<file path="config.mk">
export PLATFORM = sky130hd
export DESIGN_NAME = audio_upsampling_interpolator_unit
export DESIGN_NICKNAME = d
export VERILOG_FILES = /design/src/rtl/auv_pkg.sv /design/src/rtl/audio_upsampling_interpolator_unit.sv /design/src/rtl/auv_front.sv /design/src/rtl/auv_queue.sv /design/src/rtl/auv_divider.sv /design/src/rtl/auv_back.sv
export SDC_FILE = /design/constraint.sdc
export NUM_CORES = 2
export LEC_CHECK = 0
export ABC_AREA = 1
export BUFFER_PORTS_ARGS = -buffer_cell sky130_fd_sc_hd__buf_2
export CAP_MARGIN = 20
export CORE_ASPECT_RATIO = 1.2
export CORE_MARGIN = 2
export CORE_UTILIZATION = 46
export CTS_CLUSTER_DIAMETER = 60
export DETAILED_ROUTE_END_ITERATION = 8
export HOLD_SLACK_MARGIN = 0.02
export MAX_ROUTING_LAYER = met4
export PLACE_DENSITY = 0.68
export SYNTH_ARGS = -nofsm -noshare
export SYNTH_HDL_FRONTEND = slang
export SYNTH_SLANG_ARGS = --single-unit
</file>
<file path="constraint.sdc">
create_clock -name clk -period 14.85 [get_ports clk]
set_input_delay 4.455 -clock clk [delete_from_list [all_inputs] [get_ports clk]]
set_output_delay 4.455 -clock clk [all_outputs]
set_load 0.05 [all_outputs]
</file>
<file path="src/rtl/auv_pkg.sv">
`timescale 1ns / 1ps
package auv_pkg;

  localparam int RATE_W    = 18;
  localparam int FRAC_BITS = 16;
  localparam int SAMPLE_W  = 16;
  localparam int QDEPTH    = 2;

  localparam logic [1:0] CFG_FROM_RATE = 2'd0;
  localparam logic [1:0] CFG_TO_RATE   = 2'd1;
  localparam logic [1:0] CFG_MODE      = 2'd2;

  localparam logic [1:0] MODE_HOLD   = 2'd0;
  localparam logic [1:0] MODE_ZERO   = 2'd1;
  localparam logic [1:0] MODE_LINEAR = 2'd2;
  localparam logic [1:0] MODE_CUBIC  = 2'd3;

  typedef struct packed {
    logic signed [SAMPLE_W-1:0] in_sample;
    logic                       run_end;
  } in_item_t;

  typedef struct packed {
    logic signed [SAMPLE_W-1:0] out_sample;
    logic                       last;
    logic                       run_end_out;
    logic                       burst_cut;
  } out_item_t;

  typedef struct packed {
    in_item_t item;
    logic     pass;
  } cmd_t;

  typedef struct packed {
    logic [RATE_W-1:0] from_rate;
    logic [RATE_W-1:0] to_rate;
    logic [1:0]        mode;
    logic              clear;
  } cfg_t;

  typedef struct packed {
    logic              start;
    logic [RATE_W-1:0] rem_init;
    logic [RATE_W-1:0] num_init;
    logic [RATE_W-1:0] divisor;
    logic [4:0]        steps;
  } div_req_t;

endpackage

</file>
<file path="src/rtl/audio_upsampling_interpolator_unit.sv">
`timescale 1ns / 1ps
// Fractional-rate audio upsampler: each input transfer carries one 16-bit sample and yields up
// to MAX_RATIO output transfers by hold, zero stuffing, linear or Catmull-Rom cubic
// interpolation, with equal rates passing the sample straight through. Inputs enter a two-entry
// queue, so the input side keeps taking transfers while the output register waits, until the
// queue is full. Per output, the bit-serial fraction divider runs, then linear and cubic modes
// take their steps on the shared multiplier, then the sample is emitted; a cut burst adds a
// division for the position remainder. The divider and the single multiplier set the item rate.
module audio_upsampling_interpolator_unit import auv_pkg::*; #(
  parameter int MAX_RATIO = 8
) (
  input  logic              clk,
  input  logic              rst_n,
  input  logic              cfg_valid,
  output logic              cfg_ready,
  input  logic [1:0]        cfg_index,
  input  logic [RATE_W-1:0] cfg_data,
  input  logic              in_valid,
  output logic              in_ready,
  input  in_item_t          in_data,
  output logic              out_valid,
  input  logic              out_ready,
  output out_item_t         out_data
);

  cfg_t                 cfg;
  logic                 push;
  cmd_t                 push_cmd;
  logic                 q_full;
  logic                 pop;
  logic                 q_valid;
  cmd_t                 q_cmd;
  div_req_t             div_req;
  logic                 div_done;
  logic [FRAC_BITS-1:0] div_quot;
  logic [RATE_W-1:0]    div_rem;

  auv_front u_front (
    .clk       (clk),
    .rst_n     (rst_n),
    .cfg_valid (cfg_valid),
    .cfg_ready (cfg_ready),
    .cfg_index (cfg_index),
    .cfg_data  (cfg_data),
    .in_valid  (in_valid),
    .in_ready  (in_ready),
    .in_data   (in_data),
    .push      (push),
    .push_cmd  (push_cmd),
    .q_full    (q_full),
    .cfg       (cfg)
  );

  auv_queue u_queue (
    .clk      (clk),
    .rst_n    (rst_n),
    .push     (push),
    .push_cmd (push_cmd),
    .full     (q_full),
    .pop      (pop),
    .q_valid  (q_valid),
    .q_cmd    (q_cmd)
  );

  auv_divider u_div (
    .clk   (clk),
    .rst_n (rst_n),
    .req   (div_req),
    .done  (div_done),
    .quot  (div_quot),
    .rem   (div_rem)
  );

  auv_back #(
    .MAX_RATIO (MAX_RATIO)
  ) u_back (
    .clk       (clk),
    .rst_n     (rst_n),
    .cfg       (cfg),
    .q_valid   (q_valid),
    .q_cmd     (q_cmd),
    .pop       (pop),
    .div_req   (div_req),
    .div_done  (div_done),
    .div_quot  (div_quot),
    .div_rem   (div_rem),
    .out_valid (out_valid),
    .out_ready (out_ready),
    .out_data  (out_data)
  );

endmodule

</file>
<file path="src/rtl/auv_front.sv">
`timescale 1ns / 1ps
module auv_front import auv_pkg::*; (
  input  logic              clk,
  input  logic              rst_n,
  input  logic              cfg_valid,
  output logic              cfg_ready,
  input  logic [1:0]        cfg_index,
  input  logic [RATE_W-1:0] cfg_data,
  input  logic              in_valid,
  output logic              in_ready,
  input  in_item_t          in_data,
  output logic              push,
  output cmd_t              push_cmd,
  input  logic              q_full,
  output cfg_t              cfg
);

  logic [RATE_W-1:0] from_rate_r;
  logic [RATE_W-1:0] to_rate_r;
  logic [1:0]        mode_r;
  logic [RATE_W-1:0] fr;
  logic [RATE_W-1:0] tr;
  logic              known;

  assign cfg_ready = 1'b1;
  assign known = (cfg_index == CFG_FROM_RATE) || (cfg_index == CFG_TO_RATE) ||
                 (cfg_index == CFG_MODE);

  always_ff @(posedge clk) begin
    if (!rst_n) begin
      from_rate_r <= RATE_W'(1);
      to_rate_r   <= RATE_W'(1);
      mode_r      <= MODE_CUBIC;
    end else if (cfg_valid) begin
      case (cfg_index)
        CFG_FROM_RATE: from_rate_r <= cfg_data;
        CFG_TO_RATE:   to_rate_r   <= cfg_data;
        CFG_MODE:      mode_r      <= cfg_data[1:0];
        default: ;
      endcase
    end
  end

  // A rate of zero behaves as a rate of one.
  assign fr = (from_rate_r == '0) ? RATE_W'(1) : from_rate_r;
  assign tr = (to_rate_r == '0) ? RATE_W'(1) : to_rate_r;

  assign cfg.from_rate = fr;
  assign cfg.to_rate   = tr;
  assign cfg.mode      = mode_r;
  assign cfg.clear     = cfg_valid && known;

  assign in_ready      = !q_full;
  assign push          = in_valid && !q_full;
  assign push_cmd.item = in_data;
  assign push_cmd.pass = (fr == tr);

endmodule

</file>
<file path="src/rtl/auv_queue.sv">
`timescale 1ns / 1ps
module auv_queue import auv_pkg::*; (
  input  logic clk,
  input  logic rst_n,
  input  logic push,
  input  cmd_t push_cmd,
  output logic full,
  input  logic pop,
  output logic q_valid,
  output cmd_t q_cmd
);

  cmd_t       mem_r [QDEPTH];
  logic       wr_ptr_r;
  logic       rd_ptr_r;
  logic [1:0] count_r;
  logic [1:0] count_nxt;

  assign full    = (count_r == 2'(QDEPTH));
  assign q_valid = (count_r != 2'd0);
  assign q_cmd   = mem_r[rd_ptr_r];

  always_comb begin
    count_nxt = count_r;
    if (push && !pop) begin
      count_nxt = count_r + 2'd1;
    end else if (pop && !push) begin
      count_nxt = count_r - 2'd1;
    end
  end

  always_ff @(posedge clk) begin
    if (!rst_n) begin
      wr_ptr_r <= 1'b0;
      rd_ptr_r <= 1'b0;
      count_r  <= 2'd0;
    end else begin
      if (push) begin
        wr_ptr_r <= !wr_ptr_r;
      end
      if (pop) begin
        rd_ptr_r <= !rd_ptr_r;
      end
      count_r <= count_nxt;
    end
  end

  always_ff @(posedge clk) begin
    if (push) begin
      mem_r[wr_ptr_r] <= push_cmd;
    end
  end

endmodule

</file>
<file path="src/rtl/auv_divider.sv">
`timescale 1ns / 1ps
module auv_divider import auv_pkg::*; (
  input  logic                 clk,
  input  logic                 rst_n,
  input  div_req_t             req,
  output logic                 done,
  output logic [FRAC_BITS-1:0] quot,
  output logic [RATE_W-1:0]    rem
);

  logic                 busy_r;
  logic                 done_r;
  logic [4:0]           cnt_r;
  logic [RATE_W-1:0]    rem_r;
  logic [RATE_W-1:0]    num_r;
  logic [RATE_W-1:0]    div_r;
  logic [FRAC_BITS-1:0] q_r;
  logic [RATE_W:0]      r2;
  logic                 ge;

  // One restoring step per cycle; the partial remainder stays below the divisor.
  assign r2 = {rem_r, num_r[RATE_W-1]};
  assign ge = (r2 >= {1'b0, div_r});

  always_ff @(posedge clk) begin
    if (!rst_n) begin
      busy_r <= 1'b0;
      done_r <= 1'b0;
    end else begin
      done_r <= busy_r && (cnt_r == 5'd1);
      if (req.start) begin
        busy_r <= 1'b1;
      end else if (busy_r && (cnt_r == 5'd1)) begin
        busy_r <= 1'b0;
      end
    end
  end

  always_ff @(posedge clk) begin
    if (req.start) begin
      rem_r <= req.rem_init;
      num_r <= req.num_init;
      div_r <= req.divisor;
      cnt_r <= req.steps;
      q_r   <= '0;
    end else if (busy_r) begin
      rem_r <= ge ? RATE_W'(r2 - {1'b0, div_r}) : r2[RATE_W-1:0];
      num_r <= {num_r[RATE_W-2:0], 1'b0};
      q_r   <= {q_r[FRAC_BITS-2:0], ge};
      cnt_r <= cnt_r - 5'd1;
    end
  end

  assign done = done_r;
  assign quot = q_r;
  assign rem  = rem_r;

endmodule

</file>
<file path="src/rtl/auv_back.sv">
`timescale 1ns / 1ps
module auv_back import auv_pkg::*; #(
  parameter int MAX_RATIO = 8
) (
  input  logic                 clk,
  input  logic                 rst_n,
  input  cfg_t                 cfg,
  input  logic                 q_valid,
  input  cmd_t                 q_cmd,
  output logic                 pop,
  output div_req_t             div_req,
  input  logic                 div_done,
  input  logic [FRAC_BITS-1:0] div_quot,
  input  logic [RATE_W-1:0]    div_rem,
  output logic                 out_valid,
  input  logic                 out_ready,
  output out_item_t            out_data
);

  localparam int MW   = $clog2(MAX_RATIO + 1);
  localparam int CUTW = RATE_W + MW + 1;
  localparam int TW   = 40;
  localparam int WW   = 60;
  localparam int OPW  = 22;
  localparam int SPLIT = 19;

  typedef enum logic [7:0] {
    S_IDLE  = 8'b0000_0001,
    S_PASS  = 8'b0000_0010,
    S_START = 8'b0000_0100,
    S_DIV   = 8'b0000_1000,
    S_CALC  = 8'b0001_0000,
    S_EMIT  = 8'b0010_0000,
    S_FIN   = 8'b0100_0000,
    S_MOD   = 8'b1000_0000
  } state_t;

  state_t                     state_r, state_nxt;
  logic signed [SAMPLE_W-1:0] c_r;
  logic                       re_r;
  logic [RATE_W:0]            at_r, at_nxt;
  logic [RATE_W-1:0]          pos_r, pos_nxt;
  logic signed [SAMPLE_W-1:0] h_r [3];
  logic                       shift_hist;
  logic                       cut_r, cut_nxt;
  logic [MW-1:0]              made_r, made_nxt;
  logic [FRAC_BITS-1:0]       f_r;
  logic [2:0]                 st_r, st_nxt;
  logic signed [TW-1:0]       prod_r, acc_r, t_r;
  logic signed [TW-1:0]       t_nxt;
  logic signed [SAMPLE_W-1:0] v_r, v_nxt;
  logic                       out_valid_r;
  out_item_t                  out_r;
  logic                       out_load;
  out_item_t                  out_nxt;
  logic                       out_free;

  logic signed [OPW-1:0]      p0x, p1x, p2x, p3x, a_c, b_c, dp_c, d_c;
  logic signed [OPW-1:0]      mul_a;
  logic signed [FRAC_BITS:0]  mul_b;
  logic signed [OPW+FRAC_BITS:0] mul_p;
  logic signed [WW-1:0]       wide, wide_sh;
  logic signed [TW-1:0]       frac;
  logic [CUTW-1:0]            cut_sum;
  logic                       last_c;

  function automatic logic signed [SAMPLE_W-1:0] round_clamp(
      input logic signed [TW-1:0] n, input logic s17);
    logic        neg;
    logic [TW:0] m;
    logic [TW:0] q;
    neg = n[TW-1];
    m = neg ? ((TW+1)'(0) - (TW+1)'(n)) : (TW+1)'(n);
    q = s17 ? ((m + (TW+1)'(65536)) >> 17) : ((m + (TW+1)'(32768)) >> 16);
    if (!neg) begin
      round_clamp = (q >= (TW+1)'(32767)) ? 16'sh7fff : $signed(q[SAMPLE_W-1:0]);
    end else begin
      round_clamp = (q >= (TW+1)'(32768)) ? 16'sh8000 :
                    $signed(16'(~q[SAMPLE_W-1:0] + 16'd1));
    end
  endfunction

  assign p0x  = OPW'(h_r[0]);
  assign p1x  = OPW'(h_r[1]);
  assign p2x  = OPW'(h_r[2]);
  assign p3x  = OPW'(c_r);
  assign a_c  = (p0x <<< 1) - (p1x <<< 2) - p1x + (p2x <<< 2) - p3x;
  assign d_c  = p1x - p2x;
  assign b_c  = d_c + (d_c <<< 1) + p3x - p0x;
  assign dp_c = p2x - p0x;

  always_comb begin
    case (st_r)
      3'd2, 3'd5: mul_a = OPW'({3'b000, t_r[SPLIT-1:0]});
      3'd3, 3'd6: mul_a = OPW'($signed(t_r[TW-1:SPLIT]));
      default:    mul_a = (cfg.mode == MODE_LINEAR) ? (p3x - p2x) : b_c;
    endcase
  end
  assign mul_b = $signed({1'b0, f_r});
  assign mul_p = mul_a * mul_b;

  // The product t*f is rebuilt from its two halves, then floored by 2^16.
  assign wide    = (WW'(prod_r) <<< SPLIT) + WW'(acc_r);
  assign wide_sh = wide >>> FRAC_BITS;
  assign frac    = wide_sh[TW-1:0];

  assign cut_sum  = CUTW'(at_r) + CUTW'(cfg.from_rate) * CUTW'(MAX_RATIO);
  assign last_c   = (made_r == MW'(MAX_RATIO - 1)) ||
                    ((RATE_W+2)'(at_r) + (RATE_W+2)'(cfg.from_rate) >=
                     (RATE_W+2)'(cfg.to_rate));
  assign out_free = !out_valid_r || out_ready;
  assign pop      = (state_r == S_IDLE) && q_valid;

  always_comb begin
    state_nxt  = state_r;
    at_nxt     = at_r;
    pos_nxt    = pos_r;
    cut_nxt    = cut_r;
    made_nxt   = made_r;
    st_nxt     = st_r;
    t_nxt      = t_r;
    v_nxt      = v_r;
    shift_hist = 1'b0;
    out_load   = 1'b0;
    out_nxt    = out_r;
    div_req    = '0;
    case (state_r)
      S_IDLE: begin
        if (q_valid) begin
          at_nxt    = {1'b0, pos_r};
          state_nxt = q_cmd.pass ? S_PASS : S_START;
        end
      end
      S_PASS: begin
        if (out_free) begin
          out_load            = 1'b1;
          out_nxt.out_sample  = c_r;
          out_nxt.last        = 1'b1;
          out_nxt.run_end_out = re_r;
          out_nxt.burst_cut   = 1'b0;
          state_nxt           = S_IDLE;
        end
      end
      S_START: begin
        made_nxt = '0;
        cut_nxt  = (cut_sum < CUTW'(cfg.to_rate));
        if (at_r >= (RATE_W+1)'(cfg.to_rate)) begin
          pos_nxt    = RATE_W'(at_r - (RATE_W+1)'(cfg.to_rate));
          shift_hist = 1'b1;
          state_nxt  = S_IDLE;
        end else begin
          div_req.start    = 1'b1;
          div_req.rem_init = at_r[RATE_W-1:0];
          div_req.divisor  = cfg.to_rate;
          div_req.steps    = 5'(FRAC_BITS);
          state_nxt        = S_DIV;
        end
      end
      S_DIV: begin
        if (div_done) begin
          st_nxt    = '0;
          state_nxt = S_CALC;
        end
      end
      S_CALC: begin
        st_nxt = st_r + 3'd1;
        case (cfg.mode)
          MODE_HOLD: begin
            v_nxt     = c_r;
            state_nxt = S_EMIT;
          end
          MODE_ZERO: begin
            v_nxt     = (made_r == '0) ? c_r : '0;
            state_nxt = S_EMIT;
          end
          MODE_LINEAR: begin
            if (st_r == 3'd1) begin
              v_nxt     = round_clamp((TW'(p2x) <<< FRAC_BITS) + prod_r, 1'b0);
              state_nxt = S_EMIT;
            end
          end
          default: begin
            case (st_r)
              3'd1: t_nxt = (TW'(a_c) <<< FRAC_BITS) + prod_r;
              3'd4: t_nxt = (TW'(dp_c) <<< FRAC_BITS) + frac;
              3'd7: begin
                v_nxt     = round_clamp((TW'(p1x) <<< (FRAC_BITS + 1)) + frac, 1'b1);
                state_nxt = S_EMIT;
              end
              default: ;
            endcase
          end
        endcase
      end
      S_EMIT: begin
        if (out_free) begin
          out_load            = 1'b1;
          out_nxt.out_sample  = v_r;
          out_nxt.last        = last_c;
          out_nxt.run_end_out = last_c && re_r;
          out_nxt.burst_cut   = cut_r;
          made_nxt            = made_r + MW'(1);
          at_nxt              = at_r + (RATE_W+1)'(cfg.from_rate);
          if (last_c) begin
            state_nxt = S_FIN;
          end else begin
            div_req.start    = 1'b1;
            div_req.rem_init = at_nxt[RATE_W-1:0];
            div_req.divisor  = cfg.to_rate;
            div_req.steps    = 5'(FRAC_BITS);
            state_nxt        = S_DIV;
          end
        end
      end
      S_FIN: begin
        if (cut_r) begin
          div_req.start    = 1'b1;
          div_req.num_init = RATE_W'((RATE_W+1)'(cfg.to_rate) - at_r);
          div_req.divisor  = cfg.from_rate;
          div_req.steps    = 5'(RATE_W);
          state_nxt        = S_MOD;
        end else begin
          pos_nxt    = RATE_W'(at_r - (RATE_W+1)'(cfg.to_rate));
          shift_hist = 1'b1;
          state_nxt  = S_IDLE;
        end
      end
      S_MOD: begin
        if (div_done) begin
          pos_nxt    = (div_rem == '0) ? '0 : cfg.from_rate - div_rem;
          shift_hist = 1'b1;
          state_nxt  = S_IDLE;
        end
      end
      default: state_nxt = S_IDLE;
    endcase
  end

  always_ff @(posedge clk) begin
    if (!rst_n) begin
      state_r     <= S_IDLE;
      out_valid_r <= 1'b0;
      pos_r       <= '0;
      h_r[0]      <= '0;
      h_r[1]      <= '0;
      h_r[2]      <= '0;
    end else begin
      state_r <= state_nxt;
      if (out_load) begin
        out_valid_r <= 1'b1;
      end else if (out_ready) begin
        out_valid_r <= 1'b0;
      end
      if (cfg.clear) begin
        pos_r  <= '0;
        h_r[0] <= '0;
        h_r[1] <= '0;
        h_r[2] <= '0;
      end else begin
        pos_r <= pos_nxt;
        if (shift_hist) begin
          h_r[0] <= h_r[1];
          h_r[1] <= h_r[2];
          h_r[2] <= c_r;
        end
      end
    end
  end

  always_ff @(posedge clk) begin
    if (pop) begin
      c_r  <= q_cmd.item.in_sample;
      re_r <= q_cmd.item.run_end;
    end
    if ((state_r == S_DIV) && div_done) begin
      f_r <= div_quot;
    end
    if (state_r == S_CALC) begin
      prod_r <= TW'(mul_p);
      if ((st_r == 3'd3) || (st_r == 3'd6)) begin
        acc_r <= prod_r;
      end
    end
    at_r   <= at_nxt;
    cut_r  <= cut_nxt;
    made_r <= made_nxt;
    st_r   <= st_nxt;
    t_r    <= t_nxt;
    v_r    <= v_nxt;
    if (out_load) begin
      out_r <= out_nxt;
    end
  end

  assign out_valid = out_valid_r;
  assign out_data  = out_r;

endmodule
</file>
==> results.rst <==
.. list-table::
   :header-rows: 1

   * - Metric
     - Value
   * - Result of the run
     - completed
   * - Master cell of the clock root buffer
     - sky130_fd_sc_hd__clkbuf_16
   * - TritonCTS sink count
     - 428
   * - Most common cell on crit path
     - sky130_fd_sc_hd__inv_1
   * - Clock tree from TritonCTS
     - built
   * - Maximum clock skew at final layout
     - 0.0389 ns
   * - Num CTS Buffers
     - 53
   * - Basic-gate share of the synthesized area counting and, or, nand and nor cells
     - 23.7%
   * - Ys Warns
     - 0
   * - Worst-margin pin slew
     - 1.05 ns
   * - Sequential element share of the synthesized area
     - 22.4%
   * - Pin count of the biggest net entering global routing
     - 62
   * - Clock transition at path regs
     - 0.06 ns
   * - Pre-antenna DRT Iters
     - 6
   * - Maximum root-to-sink buffer count
     - 3
   * - Grt total ovfl
     - 0
   * - Area share of fa/ha/maj cells after synthesis
     - 27.4%
   * - Share of synthesized area spent on multiplexers
     - 0.299%
   * - Final number of hold-violating endpoints
     - 0
   * - IO Pins
     - 64
   * - Overall routing resource usage
     - 30.8%
   * - Compound-gate portion of the synthesized area
     - 11.1%
   * - Die Y
     - 378 um
   * - Category of the worst setup path capture point
     - flip-flop
   * - Horizontal die dimension
     - 315 um
   * - Clock latency on the worst-skew pair
     - 0.66 ns
   * - Vias per cell
     - 5.45
   * - Layout Nets
     - 8,163
   * - Via count of the first global-routing pass
     - 47.0k
   * - Synthesis-stage register bit count
     - 428
   * - Cell family contributing the most delay on the critical path
     - adder cells
   * - Worst EP required
     - 15.22 ns
   * - Number of input and output port buffers inserted
     - 62
   * - Routability Congestion
     - 1.05
   * - Critical path buffers and inverters
     - 9
   * - Unrepaired setup endpoints after global routing
     - false
   * - Layout filler cell count
     - 11.6k
   * - Synth async-reset ratio
     - 0%
   * - Die outline area
     - 119,000 um^2
   * - Wire length of the first global-routing pass
     - 273,000 um
   * - Mean instance size in the synthesized netlist
     - 7.42 um^2
   * - Post-synthesis instance area
     - 53,500 um^2
   * - Setup Total Neg Slack
     - 0 ns
   * - DRC errors left
     - 0
   * - Post-Synthesis Net Count
     - 8,175
   * - DR vias
     - 47.9k
   * - Core area
     - 116,000 um^2
   * - Class of the tightest hold or removal check
     - flip-flop to flip-flop
   * - Half-perimeter wire length after detailed placement
     - 147,000 um
   * - Critical path's largest stage delay
     - 0.59 ns
   * - Signed area change from the synthesized netlist to the final layout
     - 7.21%
   * - Share of the cycle needed by the critical path after routing
     - 84.5%
   * - Synth Area in XOR/XNOR
     - 4.30%
   * - Post_cts resized
     - 0
   * - Type of the worst setup path
     - flip-flop to flip-flop
   * - Number of rows created at floorplan
     - 137
   * - Number of maximum-capacitance constraint violations
     - 0
   * - Highest clock frequency the design can meet
     - 0.0797 GHz
   * - Number of H-tree branching levels
     - 2
   * - Number of nets with antenna violations after detailed routing
     - 0
   * - R2R setup slack
     - 2.30 ns
   * - Count of different cell masters after synthesis
     - 69
   * - Dominant combinational cell family by area after synthesis
     - adder cells
   * - Final wirelength
     - 179,000 um
   * - Layout cell share with drive strength beyond 1
     - 4.91%
   * - Arrival @ worst endpoint
     - 12.93 ns
   * - Slowest-stage cell, CP
     - sky130_fd_sc_hd__edfxtp_1
   * - Count of final setup violators
     - 0
   * - Wirelength per Cell
     - 20.3 um
   * - Post-synth top flop
     - sky130_fd_sc_hd__edfxtp_1
   * - Number of violations reported at the end of detailed-routing iteration 0
     - 3,747
   * - Starting Density
     - 46.2%
   * - Number of flops mapped to enable cells by yosys
     - 340
   * - Worst max-slew margin expressed relative to the limit
     - 29.1%
   * - Startpoint class of the critical path
     - flip-flop
   * - Largest driver fanout on the critical path
     - 12
   * - Setup repair bufs after CTS
     - 0
   * - Antenna violations before repair
     - 1
   * - Post-Synthesis Cells
     - 7,216
   * - Number of buffers inserted for hold repair after clock tree synthesis
     - 0
   * - Count of pins over their slew limit
     - 0
   * - Final critical delay including setup and external delays
     - 12.55 ns
[logic make-up after synthesis]
logic type                 Yosys count
buffers and inverters             1519
adders and majority gates          917
muxes                               16
and+or+nand+nor                   3009
AOI/OAI and AO/OA                 1069
xor gates and xnor gates           257
other                                1
DFF                                428
[metal layers]
metal	part of all wire, %	track usage, %	routed length (um)
met5	0	-	0
met1	39	35.6	70000
met2	49	52.7	87900
met4	6.4	16.3	11500
met3	5.1	3.21	9190
[worst paths after layout]
| kind | start | cells past startpoint | end |
|---|---|---|---|
| setup reg to reg | u_back.h_r[0][33]$_SDFFCE_PN0P_ | 47 | u_back.prod_r[37]$_DFFE_PP_ |
| hold reg to reg | u_div.quot[15]$_SDFFE_PP0P_ | 0 | u_back.f_r[15]$_DFFE_PP_ |
| setup / recovery | u_back.h_r[0][33]$_SDFFCE_PN0P_ | 47 | u_back.prod_r[37]$_DFFE_PP_ |
| hold / removal | u_div.quot[15]$_SDFFE_PP0P_ | 0 | u_back.f_r[15]$_DFFE_PP_ |
[registers in the layout, summed over array words and instances, names as in the netlist, 8 cells and up, named ones only]
register             count
u_div.rem               18
u_back.t_r              40
u_div.quot              16
u_back.prod_r           39
u_back.out_data         19
u_back.v_r              16
u_back.pos_r            18
u_back.acc_r            23
u_back.at_r             19
u_div.num_r             18
u_back.f_r              16
u_back.state_r           8
u_back.c_r              16
u_front.from_rate_r     18
u_queue.mem_r           36
u_back.h_r              48
u_div.div_r             18
u_front.to_rate_r       18
[final cells by class]
cell class | count | area [um^2] | area share, %
inverter | 1343 | 5040 | 8.79
tap | 1529 | 1910 | 3.33
antenna | 1 | 2.50 | 0.00436
multi-input combinational | 5269 | 35800 | 62.4
sequential | 428 | 12000 | 20.9
clock buffer | 66 | 1450 | 2.52
timing repair buffer | 109 | 691 | 1.20
clock inverter | 34 | 505 | 0.881
[cells in the mapped netlist, types with 10 or more instances]
cell / n / area (um^2)
sky130_fd_sc_hd__nor4_1: 19 / 119
sky130_fd_sc_hd__o21ai_0: 342 / 1710
sky130_fd_sc_hd__a21o_1: 18 / 135
sky130_fd_sc_hd__ha_1: 495 / 6190
sky130_fd_sc_hd__nand4_1: 97 / 607
sky130_fd_sc_hd__a221oi_1: 11 / 96.3
sky130_fd_sc_hd__nor3_1: 49 / 245
sky130_fd_sc_hd__dfxtp_1: 88 / 1760
sky130_fd_sc_hd__nor2_2: 31 / 194
sky130_fd_sc_hd__a21oi_1: 479 / 2400
sky130_fd_sc_hd__a21boi_0: 16 / 120
sky130_fd_sc_hd__edfxtp_1: 340 / 10200
sky130_fd_sc_hd__a211oi_1: 13 / 97.6
sky130_fd_sc_hd__o21a_1: 10 / 75.1
sky130_fd_sc_hd__inv_2: 17 / 63.8
sky130_fd_sc_hd__nor2_1: 636 / 2390
sky130_fd_sc_hd__nand3_1: 367 / 1840
sky130_fd_sc_hd__fa_1: 422 / 8450
sky130_fd_sc_hd__inv_1: 1316 / 4940
sky130_fd_sc_hd__nor2_4: 12 / 135
sky130_fd_sc_hd__clkinv_1: 10 / 37.5
sky130_fd_sc_hd__xnor2_1: 84 / 736
sky130_fd_sc_hd__o211ai_1: 16 / 120
sky130_fd_sc_hd__nand3_2: 13 / 130
sky130_fd_sc_hd__clkbuf_1: 142 / 533
sky130_fd_sc_hd__a31oi_1: 22 / 138
sky130_fd_sc_hd__o21bai_1: 25 / 188
sky130_fd_sc_hd__o22ai_1: 30 / 188
sky130_fd_sc_hd__mux2i_1: 16 / 160
sky130_fd_sc_hd__or2_2: 19 / 119
sky130_fd_sc_hd__o21ai_1: 12 / 60.1
sky130_fd_sc_hd__nand2_1: 1685 / 6320
sky130_fd_sc_hd__and2_1: 11 / 68.8
sky130_fd_sc_hd__a22oi_1: 23 / 173
sky130_fd_sc_hd__nand3b_1: 21 / 158
sky130_fd_sc_hd__buf_2: 13 / 65.1
sky130_fd_sc_hd__nand2_2: 34 / 213
sky130_fd_sc_hd__xor2_1: 168 / 1470
[metrics by stage]
| stage | setup WS [ns] | hold WS, ns | utilization (%) | instance area [um^2] | instances |
|---|---|---|---|---|---|
| 2_1_floorplan | 3.88 | 0.408 | - | 53500 | 7216 |
| 3_3_place_gp | 2.32 | 0.413 | 47.8 | 55400 | 8675 |
| 3_5_place_dp | 2.33 | 0.412 | 47.8 | 55400 | 8676 |
| 4_1_cts | 2.30 | 0.424 | 49.5 | 57300 | 8776 |
| 5_1_grt | 1.34 | 0.431 | 49.5 | 57400 | 8779 |
| 6_report | 2.30 | 0.427 | 49.5 | 57400 | 8779 |
[placed cells by master, fill, tap and decap left out, types with 13 or more instances in the layout]
master and n:
sky130_fd_sc_hd__a211oi_1 13, sky130_fd_sc_hd__a21boi_0 16, sky130_fd_sc_hd__a21o_1 18, sky130_fd_sc_hd__a21oi_1 476, sky130_fd_sc_hd__a22oi_1 23, sky130_fd_sc_hd__a31oi_1 22, sky130_fd_sc_hd__buf_2 62, sky130_fd_sc_hd__buf_4 45
sky130_fd_sc_hd__clkbuf_16 54, sky130_fd_sc_hd__clkinv_1 14, sky130_fd_sc_hd__dfxtp_1 88, sky130_fd_sc_hd__edfxtp_1 340, sky130_fd_sc_hd__fa_1 422, sky130_fd_sc_hd__ha_1 495, sky130_fd_sc_hd__inv_1 1316, sky130_fd_sc_hd__inv_2 17
sky130_fd_sc_hd__mux2i_1 16, sky130_fd_sc_hd__nand2_1 1684, sky130_fd_sc_hd__nand2_2 35, sky130_fd_sc_hd__nand3_1 367, sky130_fd_sc_hd__nand3_2 13, sky130_fd_sc_hd__nand3b_1 21, sky130_fd_sc_hd__nand4_1 97, sky130_fd_sc_hd__nor2_1 633
sky130_fd_sc_hd__nor2_2 32, sky130_fd_sc_hd__nor2_4 14, sky130_fd_sc_hd__nor3_1 49, sky130_fd_sc_hd__nor4_1 18, sky130_fd_sc_hd__o211ai_1 16, sky130_fd_sc_hd__o21ai_0 340, sky130_fd_sc_hd__o21ai_1 14, sky130_fd_sc_hd__o21bai_1 25
sky130_fd_sc_hd__o22ai_1 30, sky130_fd_sc_hd__or2_2 19, sky130_fd_sc_hd__xnor2_1 84, sky130_fd_sc_hd__xor2_1 168
Power is left out: the tool's default activity adds up to more than one toggle a clock period on the data nets, which glitch-free logic cannot reach.
